--- src/ngt_ram.sv ---
// Generic single-port-write RAM with registered read.
`default_nettype none
module ngt_ram #(
  parameter int WIDTH = 16,
  parameter int DEPTH = 16
) (
  input  wire logic                     clk,
  input  wire logic                     we,
  input  wire logic [$clog2(DEPTH)-1:0] waddr,
  input  wire logic [WIDTH-1:0]         wdata,
  input  wire logic [$clog2(DEPTH)-1:0] raddr,
  output logic [WIDTH-1:0]              rdata
);
  logic [WIDTH-1:0] mem [DEPTH];
  always_ff @(posedge clk) begin
    if (we) mem[waddr] <= wdata;
    rdata <= mem[raddr];
  end
endmodule
`default_nettype wire

--- config.mk ---
export PLATFORM = sky130hd
export DESIGN_NAME = ngt_ram
export DESIGN_NICKNAME = d
export VERILOG_FILES = /design/src/ngt_ram.sv
export SDC_FILE = /design/constraint.sdc
export NUM_CORES = 1
export LEC_CHECK = 0
export ABC_AREA = 1
export BUFFER_PORTS_ARGS = -buffer_cell sky130_fd_sc_hd__buf_2
export CORE_UTILIZATION = 40
export DETAILED_ROUTE_END_ITERATION = 12
export PLACE_DENSITY = 0.61
export SYNTH_ARGS = -nofsm -noshare
export SYNTH_HDL_FRONTEND = slang
export SYNTH_SLANG_ARGS = --single-unit
--- constraint.sdc ---
create_clock -name clk -period 1.4 [get_ports clk]
set_input_delay 0.21 -clock clk [delete_from_list [all_inputs] [get_ports clk]]
set_output_delay 0.21 -clock clk [all_outputs]
set_load 0.05 [all_outputs]
Word-level counts from Yosys, hierarchy flattened:

Memory sizes are Yosys's and may differ from the RTL's. A register that Yosys moved wholly into a read port is not among the register bits.
Cells that the tools add are included.

* flip-flop bits (word level): 0
* bits in latches: 0
* memory bits (writable): 256
* ROM bits: 0
* output and inout port bits: 16
* word-level logic and storage cells: 3
* memories: 1

* add/sub/neg operators: 0
* multipliers: 0
* divide/modulo/power cells: 0
* magnitude comparators: 0
* eq/ne operators: 0
* shift-type cells: 0
* muxes and demuxes: 2
* bitwise logic cells: 0
* reduce and logical (&&, ||, !) cells: 0

Memories
* mem: words 16, bits a word 16, rd ports 1, clocked after Yosys merged registers in 1, write ports 1, RTL line 14 `logic [WIDTH-1:0] mem [DEPTH];`

Operators by type and width (count)
* 1-bit 2-to-1 mux: 2

Depth between registers and ports, before layout:

Gate-level depths: netlist of run 1.

* depth after elaboration: 2
* gate-level depth with buffers: 9

Worst setup path before layout of run 1:

No wires, ideal clock.

* kind: input-to-reg
* from: in waddr[2]
* to: mem mem[10][0], enable pin
* library setup time: 0.388 ns
* arrival: 1.121 ns
* required time: 1.012 ns
* setup slack: -0.110 ns
* stages on the path: 2
* buffers on the path: 0
* cells stage by stage: nand3b_1 -> nor2_1

RTL lines
* from (decl): RTL line 9 `input wire logic [$clog2(DEPTH)-1:0] waddr,`
* to (decl): RTL line 14

No word-level cell before the write port.

Worst setup path in the final report of run 1:

* from: reg rdata[5] (read register of mem)
* to: out rdata[5]

RTL lines
* from (decl): RTL line 12 `output logic [WIDTH-1:0] rdata`

No word-level cell between the ends.

==> results of run 1 <==
-- cells in the final DEF (no fill, tap or decap) --
cell type   Yosys  routed
clkbuf_4        0       2
nand2_1       341     341
buf_6           3       2
dfxtp_1        16      16
clkinv_2        0       7
inv_2           2       1
nand3b_1        2       2
nor2_2          0      16
buf_2          19      36
nand3_1       193     193
clkbuf_16       0      29
inv_1         196     196
edfxtp_1      256     256
clkbuf_8        0       3
clkinvlp_4      0       3
buf_12          0      19
buf_4          18      45
clkbuf_1       10       5
bufinv_16       0       6
nor2_1         17       1
-- metal layers --
| metal | up-vias | track usage |
|---|---|---|
| met1 | 3527 | 0.271 |
| li1 | 3627 | - |
| met5 | - | 0 |
| met4 | 0 | 0.0580 |
| met2 | 227 | 0.301 |
| met3 | 43 | 0.0296 |
-- worst paths after layout --
kind / start / endpoint / slack [ns]
setup / recovery: rdata[5] / rdata[5] / 0.03
hold / removal: wdata[6] / mem[15][6] / 0.05
setup reg to reg: mem[4][9] / rdata[9] / 0.42
hold reg to reg: mem[14][12] / rdata[12] / 0.66
-- cell families after synthesis --
group / synth area share
buffers and inverters: 0.0921
flip-flops: 0.704
AND/OR/NAND/NOR: 0.204
-- report_power, final --
part / internal, mW / leakage, nW / switching (mW)
registers: 9.10 / 2.45 / 0.0573
logic: 0.399 / 2.88 / 0.937
clock network: 5.05 / 0.494 / 3.08
total: 14.6 / 5.82 / 4.07
-- layout make-up --
| class | instances | area share |
|---|---|---|
| clock inverters | 15 | 0.0172 |
| inverters | 198 | 0.0550 |
| flip-flops and latches | 272 | 0.591 |
| well taps | 378 | 0.0349 |
| multi-input cells | 553 | 0.175 |
| repair buffers | 104 | 0.0691 |
| clock buffers | 37 | 0.0580 |
-- flip-flops by register name, summed over array words and instances (netlist names) --
name and count:
mem 256, rdata 16
-- metrics by stage --
step,power [mW],std cells,instance area [um2],hold WS (ns),worst slack (ns)
finish,18.6,1557,13500,0.0512,0.0278
global route,19.2,1557,13500,0.0427,0.0123
CTS,18.7,1557,13500,0.0323,0.00424
detailed placement,10.7,1505,12500,0.601,-0.0685
global placement,10.6,1505,12500,0.602,-0.0640
floorplan,10.1,1074,11400,0.309,-0.110
-- what timing repair did --
item / CTS / global route
hold buffers: 0 / 0
hold endpoints to repair: 0 / 0
resized for setup: 2 / 4
endpoints found under the setup margin: 2 / 4
==> out/metrics.yaml, run 1 <==
cts_buffer_depth: 3
antenna_cells: 0
fillers: 2480
setup_violations: 0
peakVddDrop_mv: 0.860
dieHeight_um: 171
grt_max_degree: 44
cts_root_buf: "clkbuf_16"
cp_slowest_cell: "dfxtp_1"
seq_area_frac_synth: 0.704
leakagePower_nw: 5.82
die_w_um: 171
routed_wirelength_um: 26600
io-pin-count: 42
critPathBufInv: 1
relSlewSlack: 0.750
via_per_inst: 4.77
clk_pin_slew_ns: 0.06
postCtsSetupRepairBufs: 0
arrival_ns: 1.16
p_per_area_nw_per_um2: 1370
crit_required_ns: 1.19
multi_input_area_um2: 2360
gp_congestion: 0.773
cts_buffers: 29
cp-end-kind: "primary output"
dp_hpwl_um: 16500
coreArea_um2: 27900
yosysUniqueCellTypes: 13
ys_ff_latch: 272
hold_class: "primary input to register"
startpoint_type: "register"
met2RoutedLength_um: 12000
die_area_um2: 29100
nNetsFinal: 1184
yosysTopAreaCellShare: 0.675
min_delay_path_depth: 1
met3_length_um: 1750
finalSetupTns_ns: 0
synth.most_common_cell: "nand2_1"
reg2reg_depth: 6
yosysTopAreaCell: "edfxtp_1"
worstSetupPathDepth: 1
drc: 0
wl_per_cell_um: 17.1
syn_inst: 1074
synth_edf_count: 256
min_period_ns: 1.37
start_util: 0.409
status: "completed"
postLayoutCoreUtil: 0.486
avgSynthCellArea_um2: 10.6
cts.sinks: 272
rsz0062_at_grt: "false"
grt_usage: 0.191
post-route-period-util: 0.980
syn_nets: 1100
synth_area_leaders: "edfxtp_1 68%, nand2_1 11%, nand3_1 8.5%"
vias: 7424
regArea_um2: 8010
cp_max_fo: 1
crit_chain: "buf_6"
grt_pass1_wl_um: 41400
crit_family: "flip-flops"
cts_tree: "yes"
area_growth_pct: 19.0
finClkSkew_ns: 0.0101
yosysWarnings: 0
antenna_found_initial: 0
tightest_slew_ns: 0.376
drt-pass1-iter-count: 5
grt-ovfl-total: 0
top_layer_used: "met4"
finalMaxSlewViolations: 0
clk_latency_ns: 0.54
synth_area_um2: 11400
m1WireLength_um: 12200
drive_gt1_frac: 0.143
grt_pass1_vias: 7139
synth-async-reset-ratio: 0
fmax_ghz: 0.729
path_class: "register to primary output"
htree_levels: 1
cap_violations: 0
portBuffers: 41
postRouteAntennaNets: 0
rows: 61
synthTopCellsByCount: "341 x nand2_1, 256 x edfxtp_1, 196 x inv_1, 193 x nand3_1, 19 x buf_2"
drtIter0Drc: 720
hold_violations: 0
cpPeakStageDelay_ns: 0.43
ys.flop_type: "edfxtp_1"
No activity file was read; power rests on OpenSTA's default activity.
==> inputs of run 2 (changes only) <==
CELL_PAD_IN_SITES_DETAIL_PLACEMENT = 0   (was default)
CELL_PAD_IN_SITES_GLOBAL_PLACEMENT = 2   (was default)
CORE_MARGIN = 2   (was default)
CORE_UTILIZATION = 37   (was 40)
PLACE_DENSITY = 0.78   (was 0.61)
==> out/metrics.yaml, run 2 (same netlist as run 1, synthesis figures left out) <==
antenna_cells: 0
die_w_um: 179
place_area_um2: 12600
crit_family: "flip-flops"
drc: 0
postLayoutCoreUtil: 0.446
finalMaxSlewViolations: 0
relSlewSlack: 0.724
p_seq_frac: 0.509
fillers: 2858
area_growth_pct: 19.2
path_class: "register to primary output"
largest_reg_flops: 256
hold_class: "primary input to register"
setup_violations: 0
final_common_cell: "nand2_1"
grt_max_degree: 40
antenna_found_initial: 0
cp_max_fo: 1
drive_gt1_frac: 0.137
gp_congestion: 0.784
p_per_area_nw_per_um2: 1330
postCtsSetupRepairBufs: 0
switching_share: 0.226
cts_buffers: 31
reg_top3: "mem (256), rdata (16)"
hold_slack_ns: 0.0774
cpPeakStageDelay_ns: 0.33
cp_slowest_cell: "dfxtp_1"
rsz0062_at_grt: "false"
dp_hpwl_um: 18000
finClkSkew_ns: 0.00826
critPathBufInv: 1
peakVddDrop_mv: 0.977
cts_buffer_depth: 3
final_cell_mix: "341 x nand2_1, 256 x edfxtp_1, 196 x inv_1"
clk_latency_ns: 0.54
nNetsFinal: 1190
crit_chain: "buf_2"
postRouteAntennaNets: 0
p_clk_frac: 0.412
drt-pass1-iter-count: 4
grt_usage: 0.188
start_util: 0.374
leakagePower_nw: 5.82
coreArea_um2: 30400
wl_per_cell_um: 18.3
io-pin-count: 42
cap_violations: 0
comb_power_share: 0.079
routed_wirelength_um: 29000
htree_levels: 1
crit_required_ns: 1.19
via_per_inst: 4.64
vias: 7347
grt_pass1_wl_um: 44900
arrival_ns: 1.13
fmax_ghz: 0.746
p_int_mw: 13.9
min_period_ns: 1.34
hold_violations: 0
dieHeight_um: 179
status: "completed"
tightest_slew_ns: 0.414
clk_pin_slew_ns: 0.06
cts_root_buf: "clkbuf_16"
portBuffers: 41
grt_pass1_vias: 7442
cts_tree: "yes"
fin_area_um2: 13600
top_register: "mem"
startpoint_type: "register"
power.total_mw: 18.0
grt-ovfl-total: 0
cp-end-kind: "primary output"
rows: 64
cts.sinks: 272
post-route-period-util: 0.958
netSwitchingPower_mw: 4.06
die_area_um2: 32200
drtIter0Drc: 578
==> run 2: cell types whose count changed in the layout (fill, tap and decap cells not counted), moves of 3 or more <==
cell / before / now
bufinv_16: 6 / 2
clkbuf_1: 5 / 10
clkinv_2: 7 / 3
clkinvlp_4: 3 / 0
buf_12: 19 / 24
clkinv_1: 0 / 8
clkbuf_8: 3 / 0
==> run 2: area by class of cell <==
type	instances	area [um2]	share of cell area
flip-flops and latches	272	8010	0.590
multi-input cells	553	2360	0.174
repair buffers	108	1020	0.0754
clock buffers	41	813	0.0600
inverters	198	746	0.0550
well taps	396	495	0.0365
clock inverters	14	114	0.00839
==> run 2: final timing paths <==
| kind | startpoint | endpoint | slack [ns] | depth (start not counted) |
|---|---|---|---|---|
| min | wdata[6] | mem[5][6] | 0.08 | 1 |
| max | rdata[4] | rdata[4] | 0.06 | 1 |
| min reg2reg | mem[10][6] | rdata[6] | 0.66 | 6 |
| max reg2reg | mem[5][7] | rdata[7] | 0.36 | 6 |
==> run 2: repair_timing <==
item / in CTS / in global routing
hold buffers: 0 / 0
gates resized for setup: 4 / 0
endpoints found under the setup margin: 3 / 0
==> run 2: power groups by stage <==
stage / registers (mW) / clock network, mW / logic, mW
6_report: 9.16 / 7.42 / 1.42
5_1_grt: 9.17 / 7.94 / 1.57
2_1_floorplan: 9.50 / 0 / 0.618
3_3_place_gp: 9.33 / 0 / 1.43
4_1_cts: 9.16 / 7.58 / 1.44
3_5_place_dp: 9.33 / 0 / 1.43
==> run 2: through the flow <==
stage	TNS, ns	std cells	setup slack (ns)
final	0	1582	0.0595
after global routing	0	1582	0.00111
after CTS	0	1582	0.0110
after detailed placement	0	1527	0.0120
after global placement	0	1527	0.00582
after floorplan	-17.48	1074	-0.110
==> run 2: metal layers <==
layer	vias up	global-route usage	wire, um	share of wire
li1	3655	-	-	-
met1	3505	0.267	13700	0.47
met2	144	0.307	13600	0.47
met3	43	0.0297	1290	0.044
met4	0	0.0370	473	0.016
met5	-	0	0	0
==> inputs of run 3 (changes only) <==
CORE_UTILIZATION = 35   (was 37)
PLACE_DENSITY = 0.75   (was 0.78)
==> out/metrics.yaml, run 3 (same netlist as run 1, synthesis figures left out) <==
drc: 0
grt_usage: 0.174
drive_gt1_frac: 0.127
hold_slack_ns: 0.0647
cp-end-kind: "primary output"
grt_max_degree: 47
hold_violations: 0
tightest_slew_ns: 0.822
postLayoutCoreUtil: 0.421
start_util: 0.352
vias: 7208
regToRegSetupSlack_ns: 0.37
grt_pass1_wl_um: 43900
io-pin-count: 42
post-route-period-util: 0.976
worstHoldStart: "wdata[3]"
postRouteAntennaNets: 0
finClkSkew_ns: 0.0191
arrival_ns: 1.16
reg2reg_from: "mem[13][6]"
cts_root_buf: "clkbuf_16"
critPathBufInv: 1
finalWorstSetupSlack_ns: 0.0335
crit_required_ns: 1.19
cap_violations: 0
coreArea_um2: 32300
rows: 66
p_per_area_nw_per_um2: 1360
clk_latency_ns: 0.55
min_delay_path_depth: 1
cts.sinks: 272
dieHeight_um: 184
antenna_found_initial: 0
nNetsFinal: 1170
gp_congestion: 0.736
antenna_cells: 0
final_cell_mix: "341 x nand2_1, 256 x edfxtp_1, 196 x inv_1"
drt-pass1-iter-count: 4
path_class: "register to primary output"
cpPeakStageDelay_ns: 0.34
setup_violations: 0
area_growth_pct: 19.4
clk_pin_slew_ns: 0.06
place_ws_ns: -0.00370
peakVddDrop_mv: 1.12
largest_reg_flops: 256
grt-ovfl-total: 0
cts_buffers: 29
grt_pass1_vias: 7134
die_area_um2: 34000
crit_chain: "buf_2"
holdBufCountCts: 0
portBuffers: 41
rsz0062_at_grt: "false"
rr_endpoint: "rdata[6]"
final_common_cell: "nand2_1"
cts_buffer_depth: 3
fin_area_um2: 13600
top_register: "mem"
leakagePower_nw: 5.75
status: "completed"
via_per_inst: 4.49
cts_tree: "yes"
startpoint_type: "register"
reg_top3: "mem (256), rdata (16)"
hold_class: "primary input to register"
relSlewSlack: 0.452
min_period_ns: 1.37
cp_max_fo: 1
die_w_um: 184
cp_slowest_cell: "dfxtp_1"
wl_per_cell_um: 17.9
crit_family: "flip-flops"
place_area_um2: 12600
dp_hpwl_um: 17100
reg2reg_depth: 6
fmax_ghz: 0.732
hold_end: "mem[12][3]"
drtIter0Drc: 440
htree_levels: 1
finalMaxSlewViolations: 0
routed_wirelength_um: 28700
run 3: cell count changes in the layout (fill, tap and decap cells not counted):
cell / previous run / this run
buf_4: 46 / 24
clkbuf_8: 0 / 2
buf_12: 24 / 28
clkinvlp_4: 0 / 2
bufinv_16: 2 / 5
buf_2: 37 / 36
clkbuf_16: 31 / 29
buf_6: 1 / 2
clkbuf_1: 10 / 7
clkinv_2: 3 / 1
clkinv_1: 8 / 4
run 3: per-stage QoR:
stage	setup TNS (ns)	power, mW	cells
after detailed placement	-0.00370	10.7	1555
final	0	18.4	1606
after floorplan	-17.48	10.1	1074
after global placement	0	10.7	1555
after CTS	0	18.6	1606
after global routing	0	19.1	1606
run 3: layout make-up:
cell class	count	area [um2]
well taps	442	553
clock buffers	38	779
inverters	198	746
flip-flops and latches	272	8010
multi-input cells	553	2360
fillers	3070	18700
clock inverters	13	194
repair buffers	90	943
run 3: worst max path at each step:
stage                     cells after the start  startpoint  slack (ns)         end
after floorplan                               2    waddr[2]       -0.11  mem[10][0]
after global placement                        7    raddr[0]       0.001    rdata[7]
after detailed placement                      8    raddr[0]      -0.004    rdata[9]
after CTS                                     1    rdata[8]        0.02    rdata[8]
after global routing                          1    rdata[3]       0.008    rdata[3]
final                                         1   rdata[12]        0.03   rdata[12]
run 3: power by group:
part	switching, mW	internal, mW
clock network	3.10	4.81
logic	0.968	0.409
registers	0.0579	9.10
total	4.13	14.3
run 3: what timing repair did:
item | in CTS | in global routing
hold endpoints to repair | 0 | 0
setup buffers | 0 | 0
resized for setup | 6 | 0
endpoints found under the setup margin | 4 | 0
run 3: layer usage:
| layer | part of all wire | track usage | vias up |
|---|---|---|---|
| li1 | - | - | 3611 |
| met1 | 0.46 | 0.239 | 3450 |
| met2 | 0.48 | 0.290 | 112 |
| met3 | 0.034 | 0.0207 | 35 |
| met4 | 0.024 | 0.0499 | 0 |
| met5 | 0 | 0 | - |
